--- src/rtl/core/gtp_pkg.sv ---
package gtp_pkg;

   // Stage limit and datapath widths of the two CORDIC units.
   localparam int MAX_STAGES = 24;
   localparam int VW = 53;
   localparam int ZW = 35;
   localparam int RW = 48;

   // Angle constants: 2^-30 rad for the CORDIC angle path, Q3.13 elsewhere.
   localparam logic signed [ZW-1:0] HALF_PI_A30 = 35'sd1686629713;
   localparam logic signed [ZW-1:0] PI_A30 = 35'sd3373259426;
   localparam logic [29:0] INV_K_Q30 = 30'd652032874;
   localparam logic signed [17:0] PI_Q13 = 18'sd25736;
   localparam logic signed [17:0] TWO_PI_Q13 = 18'sd51472;
   localparam logic signed [17:0] NINTH_PI_Q13 = 18'sd2860;

   // Request modes.
   localparam logic [1:0] MODE_START = 2'd0;
   localparam logic [1:0] MODE_STEP = 2'd1;

   // Status codes.
   localparam logic [1:0] ST_INIT = 2'd0;
   localparam logic [1:0] ST_RUN = 2'd1;
   localparam logic [1:0] ST_DONE = 2'd2;
   localparam logic [1:0] ST_TERM = 2'd3;

   // Register indexes.
   localparam logic [2:0] REG_GOAL_X = 3'd0;
   localparam logic [2:0] REG_GOAL_Y = 3'd1;
   localparam logic [2:0] REG_GOAL_HEADING = 3'd2;
   localparam logic [2:0] REG_DIST_TOL = 3'd3;
   localparam logic [2:0] REG_HEAD_TOL = 3'd4;
   localparam logic [2:0] REG_SPEED_LIMIT = 3'd5;
   localparam logic [2:0] REG_TURN_LIMIT = 3'd6;
   localparam logic [2:0] REG_FLAGS = 3'd7;

   // Flag bit positions.
   localparam int FLAG_OMNI = 0;
   localparam int FLAG_SIMPLE = 1;
   localparam int FLAG_REL = 2;

   typedef struct packed {
      logic signed [15:0] goal_heading;
      logic [30:0] dist_tol;
      logic [14:0] head_tol;
      logic [14:0] speed_limit;
      logic [14:0] turn_limit;
      logic [2:0] flags;
   } cfg_type;

   typedef struct packed {
      logic [1:0] mode;
      logic signed [15:0] heading;
   } vec_side_type;

   typedef struct packed {
      logic signed [15:0] vx_plain;
      logic signed [15:0] turn;
      logic [1:0] status;
      logic use_rot;
   } rot_side_type;

   // Arctangent of 2^-i in 2^-30 rad.
   function automatic logic [29:0] atan_a30(input int i);
      logic [29:0] a;
      case (i)
         0: a = 30'd843314857;
         1: a = 30'd497837829;
         2: a = 30'd263043837;
         3: a = 30'd133525159;
         4: a = 30'd67021687;
         5: a = 30'd33543516;
         6: a = 30'd16775851;
         7: a = 30'd8388437;
         8: a = 30'd4194283;
         9: a = 30'd2097149;
         10: a = 30'd1048576;
         11: a = 30'd524288;
         12: a = 30'd262144;
         13: a = 30'd131072;
         14: a = 30'd65536;
         15: a = 30'd32768;
         16: a = 30'd16384;
         17: a = 30'd8192;
         18: a = 30'd4096;
         19: a = 30'd2048;
         20: a = 30'd1024;
         21: a = 30'd512;
         22: a = 30'd256;
         23: a = 30'd128;
         default: a = 30'd0;
      endcase
      return a;
   endfunction

   // Reduce a heading difference below two turns into [-pi, pi].
   function automatic logic signed [15:0] wrap_q13(input logic signed [17:0] v);
      logic signed [17:0] t;
      t = v;
      if (t >= TWO_PI_Q13) t = t - TWO_PI_Q13;
      else if (t <= -TWO_PI_Q13) t = t + TWO_PI_Q13;
      if (t > PI_Q13) t = t - TWO_PI_Q13;
      else if (t < -PI_Q13) t = t + TWO_PI_Q13;
      return t[15:0];
   endfunction

endpackage

--- src/rtl/core/gtp_law.sv ---
module gtp_law
   import gtp_pkg::*;
#(
   parameter int GAIN_DISTANCE_SIMPLE = 256,
   parameter int GAIN_ALPHA = 256,
   parameter int GAIN_DISTANCE_POLAR = 256,
   parameter int GAIN_BETA = 128
) (
   input logic clock,
   input logic reset,
   input logic en,
   input logic in_valid,
   input logic [35:0] r,
   input logic signed [17:0] ang,
   input vec_side_type side_in,
   input cfg_type cfg,
   output logic out_valid,
   output logic signed [15:0] speed,
   output logic signed [15:0] alpha_rot,
   output rot_side_type side_out
);

   localparam logic [15:0] GDS = 16'(GAIN_DISTANCE_SIMPLE);
   localparam logic [15:0] GDP = 16'(GAIN_DISTANCE_POLAR);
   localparam logic [15:0] GA = 16'(GAIN_ALPHA);
   localparam logic [15:0] GB = 16'(GAIN_BETA);

   logic simple, holo;
   assign simple = cfg.flags[FLAG_SIMPLE];
   assign holo = cfg.flags[FLAG_OMNI];

   // Stage 1: heading errors, wraps and threshold tests.
   logic signed [17:0] gh_ext, ph_ext, alpha_s_ext, alpha_p, beta_p;
   logic signed [15:0] herr, alpha_s, habs, aabs;

   always_comb begin
      gh_ext = {{2{cfg.goal_heading[15]}}, cfg.goal_heading};
      ph_ext = {{2{side_in.heading[15]}}, side_in.heading};
      herr = wrap_q13(gh_ext - ph_ext);
      alpha_s = wrap_q13(ang - ph_ext);
      alpha_s_ext = {{2{alpha_s[15]}}, alpha_s};
      alpha_p = alpha_s_ext - gh_ext;
      beta_p = -gh_ext - alpha_p;
      habs = (herr < 0) ? -herr : herr;
      aabs = (alpha_s < 0) ? -alpha_s : alpha_s;
   end

   logic valid1_ff, near1_ff, hok1_ff, turn1_ff, herr_pos1_ff, alpha_pos1_ff;
   logic [35:0] r1_ff;
   logic signed [17:0] alpha1_ff, beta1_ff;
   logic [1:0] mode1_ff;

   always_ff @(posedge clock) begin
      if (reset) valid1_ff <= 1'b0;
      else if (en) valid1_ff <= in_valid;
   end

   always_ff @(posedge clock) begin
      if (en) begin
         r1_ff <= r;
         alpha1_ff <= simple ? alpha_s_ext : alpha_p;
         beta1_ff <= beta_p;
         near1_ff <= r < {5'b0, cfg.dist_tol};
         hok1_ff <= $unsigned(habs) < {1'b0, cfg.head_tol};
         turn1_ff <= {{2{aabs[15]}}, aabs} > NINTH_PI_Q13;
         herr_pos1_ff <= herr > 0;
         alpha_pos1_ff <= alpha_s > 0;
         mode1_ff <= side_in.mode;
      end
   end

   // Stage 2: gain products.
   logic valid2_ff, near2_ff, hok2_ff, turn2_ff, herr_pos2_ff, alpha_pos2_ff;
   logic [51:0] pv2_ff;
   logic signed [34:0] pa2_ff, pb2_ff;
   logic [30:0] pm2_ff;
   logic signed [17:0] alpha2_ff;
   logic [1:0] mode2_ff;

   always_ff @(posedge clock) begin
      if (reset) valid2_ff <= 1'b0;
      else if (en) valid2_ff <= valid1_ff;
   end

   always_ff @(posedge clock) begin
      if (en) begin
         pv2_ff <= r1_ff * (simple ? GDS : GDP);
         pa2_ff <= $signed({1'b0, GA}) * alpha1_ff;
         pb2_ff <= $signed({1'b0, GB}) * beta1_ff;
         pm2_ff <= cfg.turn_limit * GA;
         alpha2_ff <= alpha1_ff;
         near2_ff <= near1_ff;
         hok2_ff <= hok1_ff;
         turn2_ff <= turn1_ff;
         herr_pos2_ff <= herr_pos1_ff;
         alpha_pos2_ff <= alpha_pos1_ff;
         mode2_ff <= mode1_ff;
      end
   end

   // Stage 3: clamping and command selection.
   logic [39:0] vraw;
   logic signed [15:0] v, wc, mag, trl;
   logic signed [35:0] wsum;
   logic signed [26:0] wsh, trl_ext;
   logic [22:0] mraw;
   rot_side_type side3;

   always_comb begin
      vraw = pv2_ff[51:12];
      v = (vraw > {25'b0, cfg.speed_limit}) ? {1'b0, cfg.speed_limit} : {1'b0, vraw[14:0]};
      wsum = simple ? 36'(pa2_ff) : (36'(pa2_ff) + 36'(pb2_ff));
      wsh = wsum[35:9];
      trl_ext = {12'b0, cfg.turn_limit};
      trl = {1'b0, cfg.turn_limit};
      if (wsh > trl_ext) wc = trl;
      else if (wsh < -trl_ext) wc = -trl;
      else wc = wsh[15:0];
      mraw = pm2_ff[30:8];
      mag = (mraw > 23'd32767) ? 16'sd32767 : {1'b0, mraw[14:0]};

      side3.vx_plain = '0;
      side3.turn = '0;
      side3.status = ST_RUN;
      side3.use_rot = 1'b0;
      case (mode2_ff)
         MODE_START: begin
            side3.status = ST_INIT;
         end
         MODE_STEP: begin
            if (simple) begin
               if (near2_ff) begin
                  if (hok2_ff) side3.status = ST_DONE;
                  else side3.turn = herr_pos2_ff ? mag : -mag;
               end else if (turn2_ff) begin
                  side3.turn = alpha_pos2_ff ? trl : -trl;
               end else begin
                  side3.turn = wc;
                  if (holo) side3.use_rot = 1'b1;
                  else side3.vx_plain = v;
               end
            end else begin
               if (near2_ff && hok2_ff) begin
                  side3.status = ST_DONE;
               end else begin
                  side3.turn = wc;
                  if (holo) side3.use_rot = 1'b1;
                  else side3.vx_plain = v;
               end
            end
         end
         default: begin
            side3.status = ST_TERM;
         end
      endcase
   end

   logic valid3_ff;
   logic signed [15:0] speed3_ff, alpha3_ff;
   rot_side_type side3_ff;

   always_ff @(posedge clock) begin
      if (reset) valid3_ff <= 1'b0;
      else if (en) valid3_ff <= valid2_ff;
   end

   always_ff @(posedge clock) begin
      if (en) begin
         speed3_ff <= v;
         alpha3_ff <= wrap_q13(alpha2_ff);
         side3_ff <= side3;
      end
   end

   assign out_valid = valid3_ff;
   assign speed = speed3_ff;
   assign alpha_rot = alpha3_ff;
   assign side_out = side3_ff;

endmodule

--- config.mk ---
export PLATFORM = sky130hd
export DESIGN_NAME = gtp_law
export DESIGN_NICKNAME = d
export VERILOG_FILES = /design/src/rtl/core/gtp_pkg.sv /design/src/rtl/core/gtp_law.sv
export SDC_FILE = /design/constraint.sdc
export NUM_CORES = 1
export LEC_CHECK = 0
export BUFFER_PORTS_ARGS = -buffer_cell sky130_fd_sc_hd__buf_2
export CORE_MARGIN = 2
export CORE_UTILIZATION = 55
export DETAILED_ROUTE_END_ITERATION = 10
export PLACE_DENSITY = 0.77
export SYNTH_ARGS = -nofsm -noshare
export SYNTH_HDL_FRONTEND = slang
export SYNTH_SLANG_ARGS = --single-unit
--- constraint.sdc ---
create_clock -name clock -period 18.65 [get_ports clock]
set_input_delay 2.7975 -clock clock [delete_from_list [all_inputs] [get_ports clock]]
set_output_delay 2.7975 -clock clock [all_outputs]
set_load 0.01 [all_outputs]
# After elaboration in Yosys (flattened, before gate mapping)
# Cells that the tools add are included.
# word_totals
register_bits	261
input_bits	171
out_inout_bits	68
# op_classes
addsub	23
n_lt_le_gt_ge	23
eq_ne	1
muxes	39
n_reduce_logical	2
# op_table
cell	n
two-way mux 16 bit	16
two-way mux 18 bit	8
two-way mux 15 bit	4
greater-than comparator 18 x 16 -> 1 bit, second input constant	3
less-than comparator 18 x 16 -> 1 bit, second input constant	3
adder 16 x 15 -> 16 bit, second input constant	3
subtractor 16 x 15 -> 16 bit, second input constant	3
adder 18 x 17 -> 18 bit, second input constant	2
>= comparator 18 x 17 -> 1 bit, second input constant	2
<= comparator 18 x 17 -> 1 bit, second input constant	2
less-than comparator 36 x 31 -> 1 bit	1
two-way mux 36 bit	1
subtractor 18 x 17 -> 18 bit, second input constant	2
two-way mux 35 bit	1
subtractor 16 x 16 -> 17 bit	2
greater-than comparator 16 x 1 -> 1 bit, second input constant	2
greater-than comparator 32 x 15 -> 1 bit	1
less-than comparator 16 x 1 -> 1 bit, second input constant	2
two-way mux 32 bit	1
negation 15 -> 16 bit	2
negation 16 bit	2
adder 26 x 25 -> 27 bit	1
greater-than comparator 27 x 16 -> 1 bit	1
less-than comparator 27 bit	1
other kinds (17)	22

# Logic depth before layout (Yosys ltp)
# depth
word_depth	10
depth_mapped	47

# Worst setup path after synthesis
# Ideal clock, no wire load.
# synth_timing
path_type	input -> register
startpoint	input ang[0]
endpoint	register beta1_ff[17] (data pin)
setup_time_ps	262
t_arrival_ps	10302
t_required_ps	18388
path_slack_ps	8085
stages	44
path_cell_list	inv_1 ha_1 fa_1 nand2b_1 nand2b_1 a21o_1 xor2_1 inv_1 ha_1 o21ai_1 o311ai_1 a311oi_2 o21ai_2 buf_6 o21ai_0 inv_1 ha_1 nand2_1 (+8 left out) nand2b_1 ha_1 ha_1 a21boi_0 o21ai_0 a21boi_0 o21ai_0 a21boi_0 o21ai_0 nand2_1 a21oi_1 o21ai_0 a21oi_1 nor2_1 o21ai_0 nand2b_1 a21oi_1 xor2_1
# synth_between
elab_chain_len	9
elab_cells_between_ends	15
classes_between	add/sub: 7; order compare: 4; mux: 4
# synth_rtl
element	line	source
start: declaration	gtp_law.sv:14	input logic signed [17:0] ang,
subtractor 18 x 16 -> 18 bit (*)	gtp_law.sv:40	alpha_s = wrap_q13(ang - ph_ext);
adder 18 x 17 -> 18 bit or <= comparator 18 x 17 -> 1 bit (tied branches)	gtp_pkg.sv:101	else if (t <= -TWO_PI_Q13) t = t + TWO_PI_Q13;
two-way mux 18 bit	gtp_pkg.sv:101	
two-way mux 18 bit (*)	gtp_pkg.sv:100	if (t >= TWO_PI_Q13) t = t - TWO_PI_Q13;
adder 16 x 15 -> 16 bit or less-than comparator 18 x 16 -> 1 bit (tied branches)	gtp_pkg.sv:103	else if (t < -PI_Q13) t = t + TWO_PI_Q13;
two-way mux 16 bit	gtp_pkg.sv:103	
two-way mux 16 bit (*)	gtp_pkg.sv:102	if (t > PI_Q13) t = t - TWO_PI_Q13;
subtractor 16 x 16 -> 17 bit (*)	gtp_law.sv:42	alpha_p = alpha_s_ext - gh_ext;
subtractor 18 x 17 -> 18 bit (*)	gtp_law.sv:43	beta_p = -gh_ext - alpha_p;
net beta_p[17]	gtp_law.sv:33	logic signed [17:0] gh_ext, ph_ext, alpha_s_ext, alpha_p, beta_p;
end signal: assignment	gtp_law.sv:62	beta1_ff <= beta_p;
end: declaration	gtp_law.sv:50	logic signed [17:0] alpha1_ff, beta1_ff;
# Mark *: on every way through the listed nets, which the timed path passes. The rest lies on a longest branch.
# A chain may end at the register's enable or synchronous reset.

# Final worst setup path
# Same ends and word-level chain as after synthesis.

==> results by group <==
Final layout
  – Final cell count without fillers: 2860
  – Most common cell after layout, fill and taps aside: buf_2
  – Multi-input logic area: 12300 um^2
  – Share of cells above drive strength 1: 15.1%
  – Post-route design area: 22400 um^2
  – Nets: 2774
  – Commonest non-fill, non-tap cells in the layout: buf_2, edfxtp_1, ha_1
  – Filler Cell Count: 3029
  – Synth-to-Final Area Change: 11.0%
  – Register Area: 6850 um^2
  – N_diodes: 0

Worst setup path
  – Peak fanout along the critical path: 10
  – CP Capture Point: beta1_ff[17]$_DFFE_PP_
  – CP Launch Type: input port
  – Worst R2R Setup Slack: 12.22 ns
  – Worst path arrival time: 12.09 ns
  – FF-to-FF End: side_out[11]$_SDFFCE_PP0P_
  – CP endpoint kind: flip-flop
  – Critical Path Start: ang[0]
  – Reg2reg path depth: 31
  – Critical Path Max Stage Delay: 0.69 ns
  – R2R Path Start: alpha2_ff[1]$_DFFE_PP_
  – Critical path type: in -> reg
  – Critical path required time: 18.90 ns
  – Worst path slowest cell: xor2_1

CTS
  – Cts hold-fix bufs: 0
  – CTS root buf: clkbuf_16
  – CTS tree: done
  – Later-pin clock latency in the skew report: 0.51 ns
  – CTS HTree Levels: 1
  – Inserted Clock Buffers: 21
  – Post-CTS resize count: 0
  – Worst-path clk slew: 0.06 ns
  – Longest Clk Path Bufs: 3
  – Post-CTS setup buffers: 0
  – Clk sinks: 229

Floorplanning
  – Die Width: 196 um
  – Initial Utilization: 55.5%
  – Die Y: 196 um
  – Core footprint: 36300 um^2
  – DIE AREA: 38300 um^2
  – Row cnt: 70
  – Io pins: 239

Pwr
  – Power after layout: 3.33 mW
  – Comb pwr share: 63.0%
  – Int Power: 1.88 mW
  – Sequential Power Share: 24.8%
  – Power Density: 149 nW/um^2
  – VDD IR max: 0.105 mV
  – Clock group share of total power: 12.2%
  – Sw Share: 43.6%
  – P_leak: 9.52 nW
  – P_sw: 1.45 mW

Drt
  – Drt first pass iters: 6
  – DRT antenna net count: 0
  – DRC: 0
  – Avg Vias per Cell: 5.95
  – Routed length per instance: 17.1 um
  – Final WL: 48.9 mm
  – DR iter-0 viols: 978
  – Routed vias: 17017

Yosys
  – YS warnings: 0
  – Post-synth EDFFs: 226
  – Unique masters post-synth: 113
  – Post-synth ARST share: 0%
  – Yosys reg bits: 229
  – Seq/Total Area, Yosys: 33.9%
  – Avg Inst Size Synth: 9.29 um^2
  – Synth Flop Type: edfxtp_1
  – Synth Instances: 2174
  – Mapped Area: 20200 um^2

Global routing
  – GRT overflow: 0
  – Vias in the first global route: 16118
  – GRT Total Usage: 24.8%
  – First-pass GRT wire length: 79.0 mm
  – Initial antenna violation count: 0
  – Pin count of the biggest net entering global routing: 83

STA
  – Hold Vio Cnt, Final: 0
  – Slew HR: 11.9%
  – Layout Skew: 0.0148 ns
  – FMAX: 84.5 MHz
  – RSZ-0062 raised after global routing: no
  – Final worst path period need: 11.83 ns
  – Final Setup Violations: 0
  – TNS Setup: 0 ns
  – Final Cycle Share: 63.5%
  – Worst Tran Pin Value: 1.31 ns
  – Slew Limit Fails: 0

Place
  – Cells after DPL: 2822
  – DP HPWL: 39.2 mm
  – Port Buffers: 235
  – Placed inst area: 21700 um^2
  – Routability Congestion: 0.920

Job
  – Max_cap viols: 0

Worst hold path
  – Hold Path Class: reg -> reg

Run status
  – Outcome: finished, final reports clean
Yosys cell counts (7+ instances only):
library cell    n  area (um^2)
a211oi_1       20          150
a21boi_0       12         90.1
a21o_1         39          293
a21oi_1       128          641
a22oi_1        15          113
a311oi_1        8         70.1
a31o_2          9         78.8
a31oi_1        34          213
a32oi_1        11         96.3
a41oi_1         9         78.8
and2_1         23          144
and3_1         13         81.3
and4_1          9         78.8
buf_2          14         70.1
clkbuf_1       44          165
edfxtp_1      226         6790
ha_1          221         2770
inv_1         199          747
mux2_2         17          191
mux2i_1        17          170
nand2_1       141          529
nand2b_1       47          294
nand3_1        50          250
nand4_1        24          150
nor2_1        135          507
nor2b_1        42          263
nor3_1         58          290
nor4_1         19          119
o2111ai_1       7         61.3
o211ai_1       14          105
o21a_1         36          270
o21ai_0       113          566
o21ai_1        11         55.1
o21bai_1       16          120
o221ai_1        9         78.8
o22ai_1        21          131
o31ai_1        16          120
or2_2          15         93.8
xnor2_1       126         1100
xor2_1         38          333
worst min-delay path by stage:
stage / start / endpoint / cells after the start
after global routing: mode1_ff[1]$_DFFE_PP_ / mode2_ff[1]$_DFFE_PP_ / 0
after detailed placement: alpha1_ff[0]$_DFFE_PP_ / alpha2_ff[0]$_DFFE_PP_ / 0
after global placement: r1_ff[25]$_DFFE_PP_ / pv2_ff[33]$_DFFE_PP_ / 0
final: mode1_ff[0]$_DFFE_PP_ / mode2_ff[0]$_DFFE_PP_ / 0
after floorplan: alpha1_ff[0]$_DFFE_PP_ / alpha2_ff[0]$_DFFE_PP_ / 0
after CTS: alpha1_ff[0]$_DFFE_PP_ / alpha2_ff[0]$_DFFE_PP_ / 0
through the flow:
| stage | utilization (%) | worst slack (ns) | hold slack, ns |
|---|---|---|---|
| floorplan | - | 8.09 | 0.400 |
| global placement | 59.8 | 6.43 | 0.402 |
| detailed placement | 59.8 | 6.32 | 0.405 |
| CTS | 61.6 | 6.82 | 0.415 |
| global route | 61.6 | 5.98 | 0.417 |
| finish | 61.6 | 6.82 | 0.412 |
worst max-delay path, delay by kind of cell:
family / cells / cell delay (ns)
buf+inv: 3 / 0.18
simple gates: 9 / 1.03
compound gates: 20 / 4.24
fa+ha+maj: 7 / 2.22
xor+xnor: 4 / 1.57
state kept, by name (all words and copies together), names as in the netlist, 2 cells and up:
signal / count
mode1_ff: 2
pb2_ff: 17
alpha_rot: 16
pm2_ff: 15
alpha1_ff: 17
side_out: 34
pv2_ff: 32
alpha2_ff: 17
r1_ff: 32
mode2_ff: 2
speed: 15
beta1_ff: 17
cell families (layout without fill, tap and decap cells):
group           Yosys count  in the layout  synth area share (%)
other cells               1              2                0.0186
simple gates            614            614                  15.4
compound gates          637            637                  22.2
flops                   229            229                  33.9
mux                      35             35                  1.87
fa+ha+maj               226            226                  14.2
xor+xnor                165            165                  7.20
buf+inv                 267            484                  5.22
layout make-up:
cell class | count | area share [%]
multi-input cells | 1679 | 54.9
flip-flops and latches | 229 | 30.6
repair buffers | 246 | 5.66
inverters | 200 | 3.35
well taps | 468 | 2.61
clock buffers | 22 | 2.36
clock inverters | 16 | 0.559
layer usage:
metal,vias up,track usage (%),wire (um)
met4,0,6.79,1220
li1,8489,-,-
met5,-,0,0
met1,7939,32.7,21500
met2,497,44.0,23800
met3,92,1.87,2290
power groups by stage:
stage          sequential [mW]  combinational, mW  clock [mW]
6_report                 0.826               2.10       0.408
3_5_place_dp             0.837               2.08           0
4_1_cts                  0.826               2.09       0.416
3_3_place_gp             0.831               2.02           0
5_1_grt                  0.839               2.38       0.434
2_1_floorplan            0.819               1.65           0
(Power assumes the default switching activity.)
